[src/hdl/gwm_pkg.sv]
// Shared types, constants and helper function of the glob wildcard matcher.
package gwm_pkg;

  localparam int unsigned MAX_PATTERN_DEF = 32;
  localparam int unsigned CHAR_BITS_DEF   = 16;

  localparam int unsigned KIND_W = 2;
  localparam int unsigned CODE_W = 16;

  localparam logic [31:0] CH_STAR    = 32'd42;
  localparam logic [31:0] CH_QUEST   = 32'd63;
  localparam logic [31:0] CH_UPPER_A = 32'd65;
  localparam logic [31:0] CH_UPPER_Z = 32'd90;
  localparam logic [31:0] CASE_DELTA = 32'd32;

  typedef enum logic [KIND_W-1:0] {
    KIND_CLEAR  = 2'd0,
    KIND_APPEND = 2'd1,
    KIND_SOURCE = 2'd2,
    KIND_END    = 2'd3
  } gwm_kind_e;

  typedef struct packed {
    logic clr;
    logic app;
  } gwm_wr_t;

  function automatic logic [31:0] fold_char(logic [31:0] c, logic case_sensitive);
    logic [31:0] r;
    r = c;
    if (!case_sensitive && c >= CH_UPPER_A && c <= CH_UPPER_Z) begin
      r = c + CASE_DELTA;
    end
    return r;
  endfunction

endpackage

[src/hdl/gwm_in_if.sv]
// Input channel of the glob wildcard matcher: kind and character code.
interface gwm_in_if;
  import gwm_pkg::*;

  logic              valid;
  logic              ready;
  logic [KIND_W-1:0] kind;
  logic [CODE_W-1:0] char_code;

  modport source(output valid, output kind, output char_code, input ready);
  modport sink(input valid, input kind, input char_code, output ready);
endinterface

[src/hdl/gwm_out_if.sv]
// Result channel of the glob wildcard matcher: match and overflow flags.
interface gwm_out_if;
  logic valid;
  logic ready;
  logic matched;
  logic pattern_overflow;

  modport source(output valid, output matched, output pattern_overflow, input ready);
  modport sink(input valid, input matched, input pattern_overflow, output ready);
endinterface

[src/hdl/glob_wildcard_matcher.sv]
// Top level of the glob wildcard matcher with '*' and '?' over a streamed source string.
//
//   Channel   Direction   Handshake          Payload
//   in_i      sink        valid / ready      kind, char_code
//   out_o     source      valid / ready      matched, pattern_overflow
//   cfg       write only  cfg_we_i           cfg_wdata_i (case_sensitive)
//
// Every transaction sits in the input register while the position update
// works on it, so one transaction is accepted per cycle at full rate.
// A result is registered in the result register when its end-of-string transaction leaves the input register.
// Only an end-of-string transaction waits on a stalled result register; others pass.
// Reset empties the pattern, clears the overflow flag and sets case_sensitive.
module glob_wildcard_matcher #(
  parameter int unsigned MAX_PATTERN = gwm_pkg::MAX_PATTERN_DEF,
  parameter int unsigned CHAR_BITS   = gwm_pkg::CHAR_BITS_DEF
) (
  input  logic clk_i,
  input  logic rst_ni,
  input  logic cfg_we_i,
  input  logic cfg_wdata_i,
  gwm_in_if.sink    in_i,
  gwm_out_if.source out_o
);
  import gwm_pkg::*;

  localparam int unsigned NPOS  = MAX_PATTERN + 1;
  localparam int unsigned LEN_W = $clog2(MAX_PATTERN + 1);

  logic                   case_q;
  logic                   s1_valid_q, s1_valid_d;
  gwm_kind_e              s1_kind_q;
  logic [CHAR_BITS-1:0]   s1_char_q;
  logic [31:0]            code_ext;
  logic                   in_ready;
  logic                   out_free;
  logic                   s1_fire;
  logic                   end_fire;
  logic [NPOS-1:0]        active_q, active_d;
  logic                   out_valid_q, out_valid_d;
  logic                   out_matched_q;
  logic                   out_ovf_q;
  gwm_wr_t                wr;
  logic [MAX_PATTERN-1:0] star;
  logic [MAX_PATTERN-1:0] hit;
  logic [MAX_PATTERN-1:0] len_mask;
  logic [LEN_W-1:0]       len;
  logic                   overflow;
  logic [NPOS-1:0]        next_pos;
  logic                   matched;

  assign code_ext = 32'(in_i.char_code);

  assign out_free = !out_valid_q || out_o.ready;
  assign s1_fire  = s1_valid_q && (out_free || (s1_kind_q != KIND_END));
  assign end_fire = s1_fire && (s1_kind_q == KIND_END);
  assign in_ready = !s1_valid_q || s1_fire;
  assign in_i.ready = in_ready;

  always_comb begin
    s1_valid_d = s1_valid_q;
    if (in_ready) begin
      s1_valid_d = in_i.valid;
    end
  end

  always_ff @(posedge clk_i or negedge rst_ni) begin
    if (!rst_ni) begin
      case_q     <= 1'b1;
      s1_valid_q <= 1'b0;
    end else begin
      if (cfg_we_i) begin
        case_q <= cfg_wdata_i;
      end
      s1_valid_q <= s1_valid_d;
    end
  end

  always_ff @(posedge clk_i) begin
    if (in_ready && in_i.valid) begin
      s1_kind_q <= gwm_kind_e'(in_i.kind);
      s1_char_q <= code_ext[CHAR_BITS-1:0];
    end
  end

  assign wr.clr = s1_fire && (s1_kind_q == KIND_CLEAR);
  assign wr.app = s1_fire && (s1_kind_q == KIND_APPEND);

  gwm_pattern_store #(
    .MAX_PATTERN(MAX_PATTERN),
    .CHAR_BITS  (CHAR_BITS)
  ) u_store (
    .clk_i           (clk_i),
    .rst_ni          (rst_ni),
    .wr_i            (wr),
    .char_i          (s1_char_q),
    .case_sensitive_i(case_q),
    .star_o          (star),
    .hit_o           (hit),
    .len_mask_o      (len_mask),
    .len_o           (len),
    .overflow_o      (overflow)
  );

  gwm_pos_update #(
    .MAX_PATTERN(MAX_PATTERN)
  ) u_update (
    .active_i  (active_q),
    .star_i    (star),
    .hit_i     (hit),
    .len_mask_i(len_mask),
    .len_i     (len),
    .next_o    (next_pos),
    .matched_o (matched)
  );

  always_comb begin
    active_d = active_q;
    if (s1_fire) begin
      case (s1_kind_q)
        KIND_SOURCE: active_d = next_pos;
        KIND_CLEAR,
        KIND_APPEND,
        KIND_END:    active_d = NPOS'(1);
        default:     active_d = NPOS'(1);
      endcase
    end
  end

  always_comb begin
    out_valid_d = out_valid_q;
    if (end_fire) begin
      out_valid_d = 1'b1;
    end else if (out_o.ready) begin
      out_valid_d = 1'b0;
    end
  end

  always_ff @(posedge clk_i or negedge rst_ni) begin
    if (!rst_ni) begin
      active_q    <= NPOS'(1);
      out_valid_q <= 1'b0;
    end else begin
      active_q    <= active_d;
      out_valid_q <= out_valid_d;
    end
  end

  always_ff @(posedge clk_i) begin
    if (end_fire) begin
      out_matched_q <= matched;
      out_ovf_q     <= overflow;
    end
  end

  assign out_o.valid            = out_valid_q;
  assign out_o.matched          = out_matched_q;
  assign out_o.pattern_overflow = out_ovf_q;

  a_result_source: assert property (@(posedge clk_i) disable iff (!rst_ni)
    $rose(out_valid_q) |-> $past(end_fire))
    else $error("Result raised without an end-of-string transaction.");

  a_restart: assert property (@(posedge clk_i) disable iff (!rst_ni)
    end_fire |=> (active_q == NPOS'(1)))
    else $error("Position set not restarted after end of string.");

  a_stall_cause: assert property (@(posedge clk_i) disable iff (!rst_ni)
    !in_ready |-> (s1_valid_q && (s1_kind_q == KIND_END) && out_valid_q && !out_o.ready))
    else $error("Input stalled without a blocked result.");

endmodule

[src/hdl/gwm_pattern_store.sv]
// Pattern register file with length and overflow tracking and per-entry compare.
module gwm_pattern_store #(
  parameter int unsigned MAX_PATTERN = 32,
  parameter int unsigned CHAR_BITS   = 16,
  localparam int unsigned LEN_W      = $clog2(MAX_PATTERN + 1),
  localparam int unsigned IDX_W      = $clog2(MAX_PATTERN)
) (
  input  logic                   clk_i,
  input  logic                   rst_ni,
  input  gwm_pkg::gwm_wr_t       wr_i,
  input  logic [CHAR_BITS-1:0]   char_i,
  input  logic                   case_sensitive_i,
  output logic [MAX_PATTERN-1:0] star_o,
  output logic [MAX_PATTERN-1:0] hit_o,
  output logic [MAX_PATTERN-1:0] len_mask_o,
  output logic [LEN_W-1:0]       len_o,
  output logic                   overflow_o
);
  import gwm_pkg::*;

  logic [CHAR_BITS-1:0] mem_q [MAX_PATTERN];
  logic [LEN_W-1:0]     len_q, len_d;
  logic                 ovf_q, ovf_d;
  logic                 full;
  logic [31:0]          src_fold;

  assign full = (len_q == LEN_W'(MAX_PATTERN));

  always_comb begin
    len_d = len_q;
    ovf_d = ovf_q;
    if (wr_i.clr) begin
      len_d = '0;
      ovf_d = 1'b0;
    end else if (wr_i.app) begin
      if (full) begin
        ovf_d = 1'b1;
      end else begin
        len_d = len_q + LEN_W'(1);
      end
    end
  end

  always_ff @(posedge clk_i or negedge rst_ni) begin
    if (!rst_ni) begin
      len_q <= '0;
      ovf_q <= 1'b0;
    end else begin
      len_q <= len_d;
      ovf_q <= ovf_d;
    end
  end

  always_ff @(posedge clk_i) begin
    if (wr_i.app && !full) begin
      mem_q[len_q[IDX_W-1:0]] <= char_i;
    end
  end

  assign src_fold = fold_char(32'(char_i), case_sensitive_i);

  always_comb begin
    logic [31:0] pc;
    for (int p = 0; p < MAX_PATTERN; p++) begin
      pc            = 32'(mem_q[p]);
      star_o[p]     = (pc == CH_STAR);
      hit_o[p]      = (pc == CH_QUEST) || (fold_char(pc, case_sensitive_i) == src_fold);
      len_mask_o[p] = (LEN_W'(p) < len_q);
    end
  end

  assign len_o      = len_q;
  assign overflow_o = ovf_q;

  a_ovf_full: assert property (@(posedge clk_i) disable iff (!rst_ni)
    ovf_q |-> full)
    else $error("Overflow flag set while the pattern store is not full.");

  a_len_range: assert property (@(posedge clk_i) disable iff (!rst_ni)
    len_q <= LEN_W'(MAX_PATTERN))
    else $error("Pattern length beyond the store depth.");

endmodule

[src/hdl/gwm_pos_update.sv]
// Star closure over the live position set and the advance by one source character.
module gwm_pos_update #(
  parameter int unsigned MAX_PATTERN = 32,
  localparam int unsigned NPOS       = MAX_PATTERN + 1,
  localparam int unsigned LEN_W      = $clog2(MAX_PATTERN + 1),
  localparam int unsigned LVL        = $clog2(NPOS)
) (
  input  logic [NPOS-1:0]        active_i,
  input  logic [MAX_PATTERN-1:0] star_i,
  input  logic [MAX_PATTERN-1:0] hit_i,
  input  logic [MAX_PATTERN-1:0] len_mask_i,
  input  logic [LEN_W-1:0]       len_i,
  output logic [NPOS-1:0]        next_o,
  output logic                   matched_o
);

  logic [NPOS-1:0]        gen [LVL+1];
  logic [NPOS-1:0]        prop [LVL+1];
  logic [NPOS-1:0]        closed;
  logic [MAX_PATTERN-1:0] live;
  logic [MAX_PATTERN-1:0] stay;
  logic [MAX_PATTERN-1:0] adv;

  // A live star position also makes the next position live; runs of stars are
  // resolved by a log-depth prefix network.
  always_comb begin
    int d;
    gen[0]  = active_i;
    prop[0] = '0;
    for (int p = 1; p < NPOS; p++) begin
      prop[0][p] = star_i[p-1] & len_mask_i[p-1];
    end
    for (int lv = 0; lv < LVL; lv++) begin
      d = 1 << lv;
      for (int p = 0; p < NPOS; p++) begin
        if (p >= d) begin
          gen[lv+1][p]  = gen[lv][p] | (prop[lv][p] & gen[lv][p-d]);
          prop[lv+1][p] = prop[lv][p] & prop[lv][p-d];
        end else begin
          gen[lv+1][p]  = gen[lv][p];
          prop[lv+1][p] = 1'b0;
        end
      end
    end
  end

  assign closed = gen[LVL];
  assign live   = closed[MAX_PATTERN-1:0] & len_mask_i;
  assign stay   = live & star_i;
  assign adv    = live & ~star_i & hit_i;

  assign next_o    = {1'b0, stay} | {adv, 1'b0};
  assign matched_o = closed[len_i];

endmodule
[src/flat_wrapper.sv]
// flat-port wrapper written by rule: the top's interface ports become plain ports
module glob_wildcard_matcher_flat import gwm_pkg::*;
#(
  parameter int unsigned MAX_PATTERN = gwm_pkg::MAX_PATTERN_DEF,
  parameter int unsigned CHAR_BITS   = gwm_pkg::CHAR_BITS_DEF
)
  (clk_i, rst_ni, cfg_we_i, cfg_wdata_i, in_i_valid, in_i_kind, in_i_char_code, in_i_ready, out_o_valid, out_o_matched, out_o_pattern_overflow, out_o_ready);
  gwm_in_if in_i_i ();
  gwm_out_if out_o_i ();
  input  logic clk_i;
  input  logic rst_ni;
  input  logic cfg_we_i;
  input  logic cfg_wdata_i;
  input wire logic [$bits(in_i_i.valid)-1:0] in_i_valid;
  input wire logic [$bits(in_i_i.kind)-1:0] in_i_kind;
  input wire logic [$bits(in_i_i.char_code)-1:0] in_i_char_code;
  output wire logic [$bits(in_i_i.ready)-1:0] in_i_ready;
  output wire logic [$bits(out_o_i.valid)-1:0] out_o_valid;
  output wire logic [$bits(out_o_i.matched)-1:0] out_o_matched;
  output wire logic [$bits(out_o_i.pattern_overflow)-1:0] out_o_pattern_overflow;
  input wire logic [$bits(out_o_i.ready)-1:0] out_o_ready;
  assign in_i_i.valid = in_i_valid;
  assign in_i_i.kind = in_i_kind;
  assign in_i_i.char_code = in_i_char_code;
  assign in_i_ready = in_i_i.ready;
  assign out_o_valid = out_o_i.valid;
  assign out_o_matched = out_o_i.matched;
  assign out_o_pattern_overflow = out_o_i.pattern_overflow;
  assign out_o_i.ready = out_o_ready;
  glob_wildcard_matcher #(.MAX_PATTERN(MAX_PATTERN), .CHAR_BITS(CHAR_BITS)) u_core (.clk_i(clk_i), .rst_ni(rst_ni), .cfg_we_i(cfg_we_i), .cfg_wdata_i(cfg_wdata_i), .in_i(in_i_i), .out_o(out_o_i));
endmodule
[config.mk]
export PLATFORM = sky130hd
export DESIGN_NAME = glob_wildcard_matcher_flat
export DESIGN_NICKNAME = d
export VERILOG_FILES = /design/src/hdl/gwm_pkg.sv /design/src/hdl/gwm_in_if.sv /design/src/hdl/gwm_out_if.sv /design/src/hdl/glob_wildcard_matcher.sv /design/src/hdl/gwm_pattern_store.sv /design/src/hdl/gwm_pos_update.sv /design/src/flat_wrapper.sv
export SDC_FILE = /design/constraint.sdc
export NUM_CORES = 1
export LEC_CHECK = 0
export ABC_AREA = 1
export BUFFER_PORTS_ARGS = -buffer_cell sky130_fd_sc_hd__buf_2
export CAP_MARGIN = 20
export CORE_MARGIN = 5
export CORE_UTILIZATION = 60
export CTS_CLUSTER_DIAMETER = 50
export DETAILED_ROUTE_END_ITERATION = 6
export PLACE_DENSITY = 0.76
export SLEW_MARGIN = 25
export SYNTH_ARGS = -nofsm -noshare
export SYNTH_HDL_FRONTEND = slang
export SYNTH_SLANG_ARGS = --single-unit
[constraint.sdc]
create_clock -name clk_i -period 7.8 [get_ports clk_i]
set_clock_uncertainty 0.15 [all_clocks]
set_input_delay 1.56 -clock clk_i [delete_from_list [all_inputs] [get_ports clk_i]]
set_output_delay 1.56 -clock clk_i [all_outputs]
set_load 0.01 [all_outputs]
==> results.md <==
- Peak supply drop: 0.214 mV
- Share of cells above drive strength 1: 9.61%
- TritonCTS Buffers: 70
- Hold-fix buffers, CTS: 0
- Placer congestion estimate: 1.06
- Final hold violation count: 0
- Crit path DAT: 4540 ps
- Crit start category: flop
- Worst-path fanout max: 16
- Slew Viols, Final: 0
- Worst Setup End Kind: flop
- Die width: 248 um
- DRT iter0 DRCs: 3235
- CTS tree: yes
- Post-CTS sizing: 0
- DP Worst Slack: 3750 ps
- Wire per inst: 19.9 um
- Largest area contributor in the netlist: edfxtp_1
- Worst hold path class: flop to flop
- Footprint of the multi-input gates: 0.0151 mm^2
- Synth cell types: 60
- Tightest Pin Transition: 1070 ps
- Synthesis Warnings: 0
- Syn_nets: 3967
- Worst rel slew slack: 28.1%
- Via count: 27866
- Largest net degree at the start of global routing: 44
- Layout area overhead: 10.4%
- Total GRT Usage: 30.7%
- Post-CTS setup repair buffer count: 0
- Period utilisation layout: 54.3%
- CTS Buffer Depth: 3
- # IOs: 28
- H-tree depth: 3
- Final-report setup violation count: 0
- Minimum clock period: 4230 ps
- Max_cap viols: 0
- Worst Setup Slack, final: 3570 ps
- Setup TNS: 0 ps
- Post-synthesis register bit count: 575
- Critical path class: flop to flop
- PD cells: 191 mW/mm^2
- Final Cell Area: 0.0375 mm^2
- Status: finished, final reports clean
- RSZ-0062 raised after global routing: no
- Cells after Synth: 3905
- Leakage power: 14.9 nW
- Antenna Nets Post-Route: 0
- Initial antenna violation count: 1
- Crit-path max cell delay: 710 ps
- Root buffer cell: clkbuf_16
- Sequential fraction of the synthesis area: 50.2%
- Critical path cell sequence: inv_1 -> ha_1 -> inv_1 -> a21oi_1 -> nand2_1 -> nand3_1 -> nor2_1 -> nand2_1 -> nor2_1 -> nand2_1 -> nand2_1 -> nand2_1 -> nand2_2 -> nand2_1 -> a211oi_1 -> a21oi_1 -> nand2_1
- Ys async rst share: 7.48%
- Netlist Area Pre-Place: 0.0340 mm^2
- CTS clk-pin slew, worst paths: 60 ps
- Port Buffer Count: 27
- Final wirelength: 95300 um
- Drt drc: 0
- Clk_lat worst skew: 610 ps
- Clk sinks: 575
- Layout fillers: 4491
- DP Area: 0.0352 mm^2
- Core region area: 0.0563 mm^2
- Slowest cell on the critical path: dfrtp_1
- Number of enable flip-flop cells after synthesis: 532
- Starting Density: 60.4%
- Total grt overflow: 0
- Yosys top cell area share: 47.0%
- ANT cells: 0
- Die area: 0.0615 mm^2
- Critical path's most frequent cell: nand2_1
- Fmax: 0.236 GHz
- Leading post-synthesis cells by cell area: edfxtp_1 47%, nand2_1 10%, xor2_1 7.0%
- Vias per cell: 5.81
- Post-synth top flop: edfxtp_1
- First-pass GRT wire length: 144000 um
- Synthesized area per cell: 8.70 um^2
- Vias in the first global route: 25761
- Register area: 0.0171 mm^2
- Die H: 248 um
- Nets: 4047
- First-pass DRT Iterations: 6
- Post-DP HPWL: 65300 um
- Rows: 87
- Critical path data required time: 8110 ps
power breakdown:
group	leakage, nW	switching [W]	internal (W)	total, W
logic	8.38	0.000365	0.000130	0.000495
clock network	1.14	0.00130	0.00196	0.00326
registers	5.38	0.0000365	0.00340	0.00343
total	14.9	0.00170	0.00549	0.00718
critical path, delay by kind of cell (launching register included):
| kind | cells | cell delay (ps) |
|---|---|---|
| adders and majority gates | 1 | 490 |
| AOI/OAI and AO/OA | 3 | 420 |
| buffers and inverters | 2 | 570 |
| DFF | 1 | 710 |
| and+or+nand+nor | 11 | 1740 |
final cells by class:
class / instances / area share [%]
clock buffers: 80 / 4.83
clock inverters: 46 / 1.36
inverters: 395 / 3.97
multi-input cells: 2848 / 40.1
flip-flops and latches: 575 / 45.5
well taps: 756 / 2.52
repair buffers: 95 / 1.74
path summary, 6_finish.rpt:
| check | slack [ps] | start | endpoint | cells after the start |
|---|---|---|---|---|
| min in group asynchronous | 930 | rst_ni | u_core.u_store.overflow_o$_DFFE_PN0P_ | 2 |
| worst min-delay path | 320 | u_core.u_store.overflow_o$_DFFE_PN0P_ | u_core.out_o.pattern_overflow$_DFFE_PP_ | 0 |
| worst min register to register | 320 | u_core.u_store.overflow_o$_DFFE_PN0P_ | u_core.out_o.pattern_overflow$_DFFE_PP_ | 0 |
| worst max-delay path | 3570 | u_core.u_store.len_o[0]$_DFFE_PN0P_ | u_core.out_o.matched$_DFFE_PP_ | 17 |
| worst max register to register | 3570 | u_core.u_store.len_o[0]$_DFFE_PN0P_ | u_core.out_o.matched$_DFFE_PP_ | 17 |
| max in group asynchronous | 6060 | rst_ni | u_core.active_q[26]$_DFFE_PN0P_ | 2 |
cells in the mapped netlist, types with 4 or more instances:
cell	n
ha_1	38
o22ai_1	4
nand4_1	177
or2_2	58
nor2_2	25
buf_6	5
nor2_1	535
a31oi_1	7
inv_2	24
inv_1	366
o21bai_1	8
buf_1	21
o211ai_1	10
dfrtp_1	41
a21oi_1	113
a211oi_1	7
nor3_1	61
edfxtp_1	532
nand3_1	222
and3_1	8
o21ai_1	13
xnor2_1	102
o21ai_2	4
buf_4	7
nand2_2	23
nor4_1	98
nor2_4	8
clkinv_1	4
clkbuf_1	36
nand3b_1	6
a21oi_2	4
xor2_1	272
buf_2	17
o21ai_0	61
nand3_2	11
nand2_1	935
and2_1	4
sequential cells by signal, indices dropped and copies added, names as in the netlist:
register and cells:
u_core.u_store.mem_q 512, u_core.active_q 33, u_core.s1_char_q 16, u_core.u_store.len_o 6
u_core.s1_kind_q 2, u_core.case_q 1, u_core.out_o.matched 1, u_core.out_o.pattern_overflow 1
u_core.out_o.valid 1, u_core.s1_valid_q 1, u_core.u_store.overflow_o 1
layer usage:
metal  wire length, um  share of wire (%)  global-route usage, %
met1             39900                 42                   42.9
met3              9050                9.5                   5.01
met5                 0                  0                      0
met4              3080                3.2                   10.2
met2             43300                 45                   49.5
layout by cell type, fill, tap and decap left out, drive strengths merged, types with 8 or more instances in the layout:
master and n:
nand2 963, nor2 569, edfxtp 532, inv 403
xor2 272, nand3 235, nand4 177, a21oi 118
xnor2 102, nor4 99, buf 95, clkbuf 80
o21ai 80, nor3 62, or2 58, dfrtp 41
ha 38, clkinv 28, o211ai 10, o21bai 8
and3 8, bufinv 8
kinds of logic (layout without fill, tap and decap cells):
kind of cell,Yosys count,in the layout,synth area share [%]
AO/OA/AOI/OAI,248,248,4.20
AND/OR/NAND/NOR,2188,2188,29.0
XOR/XNOR,374,374,9.64
buffers and inverters,482,616,5.59
flip-flops,575,575,50.2
adder cells (fa/ha/maj),38,38,1.40
stage by stage:
stage / hold WS [ps] / utilization [%] / power (W) / cells
after detailed placement: 305 / 62.5 / 0.00398 / 4668
after CTS: 319 / 66.6 / 0.00721 / 4794
after global placement: 303 / 62.5 / 0.00397 / 4668
after floorplan: 276 / - / 0.00379 / 3905
final: 315 / 66.7 / 0.00718 / 4795
after global routing: 323 / 66.7 / 0.00740 / 4795
Power figures use the tool's default switching activity.
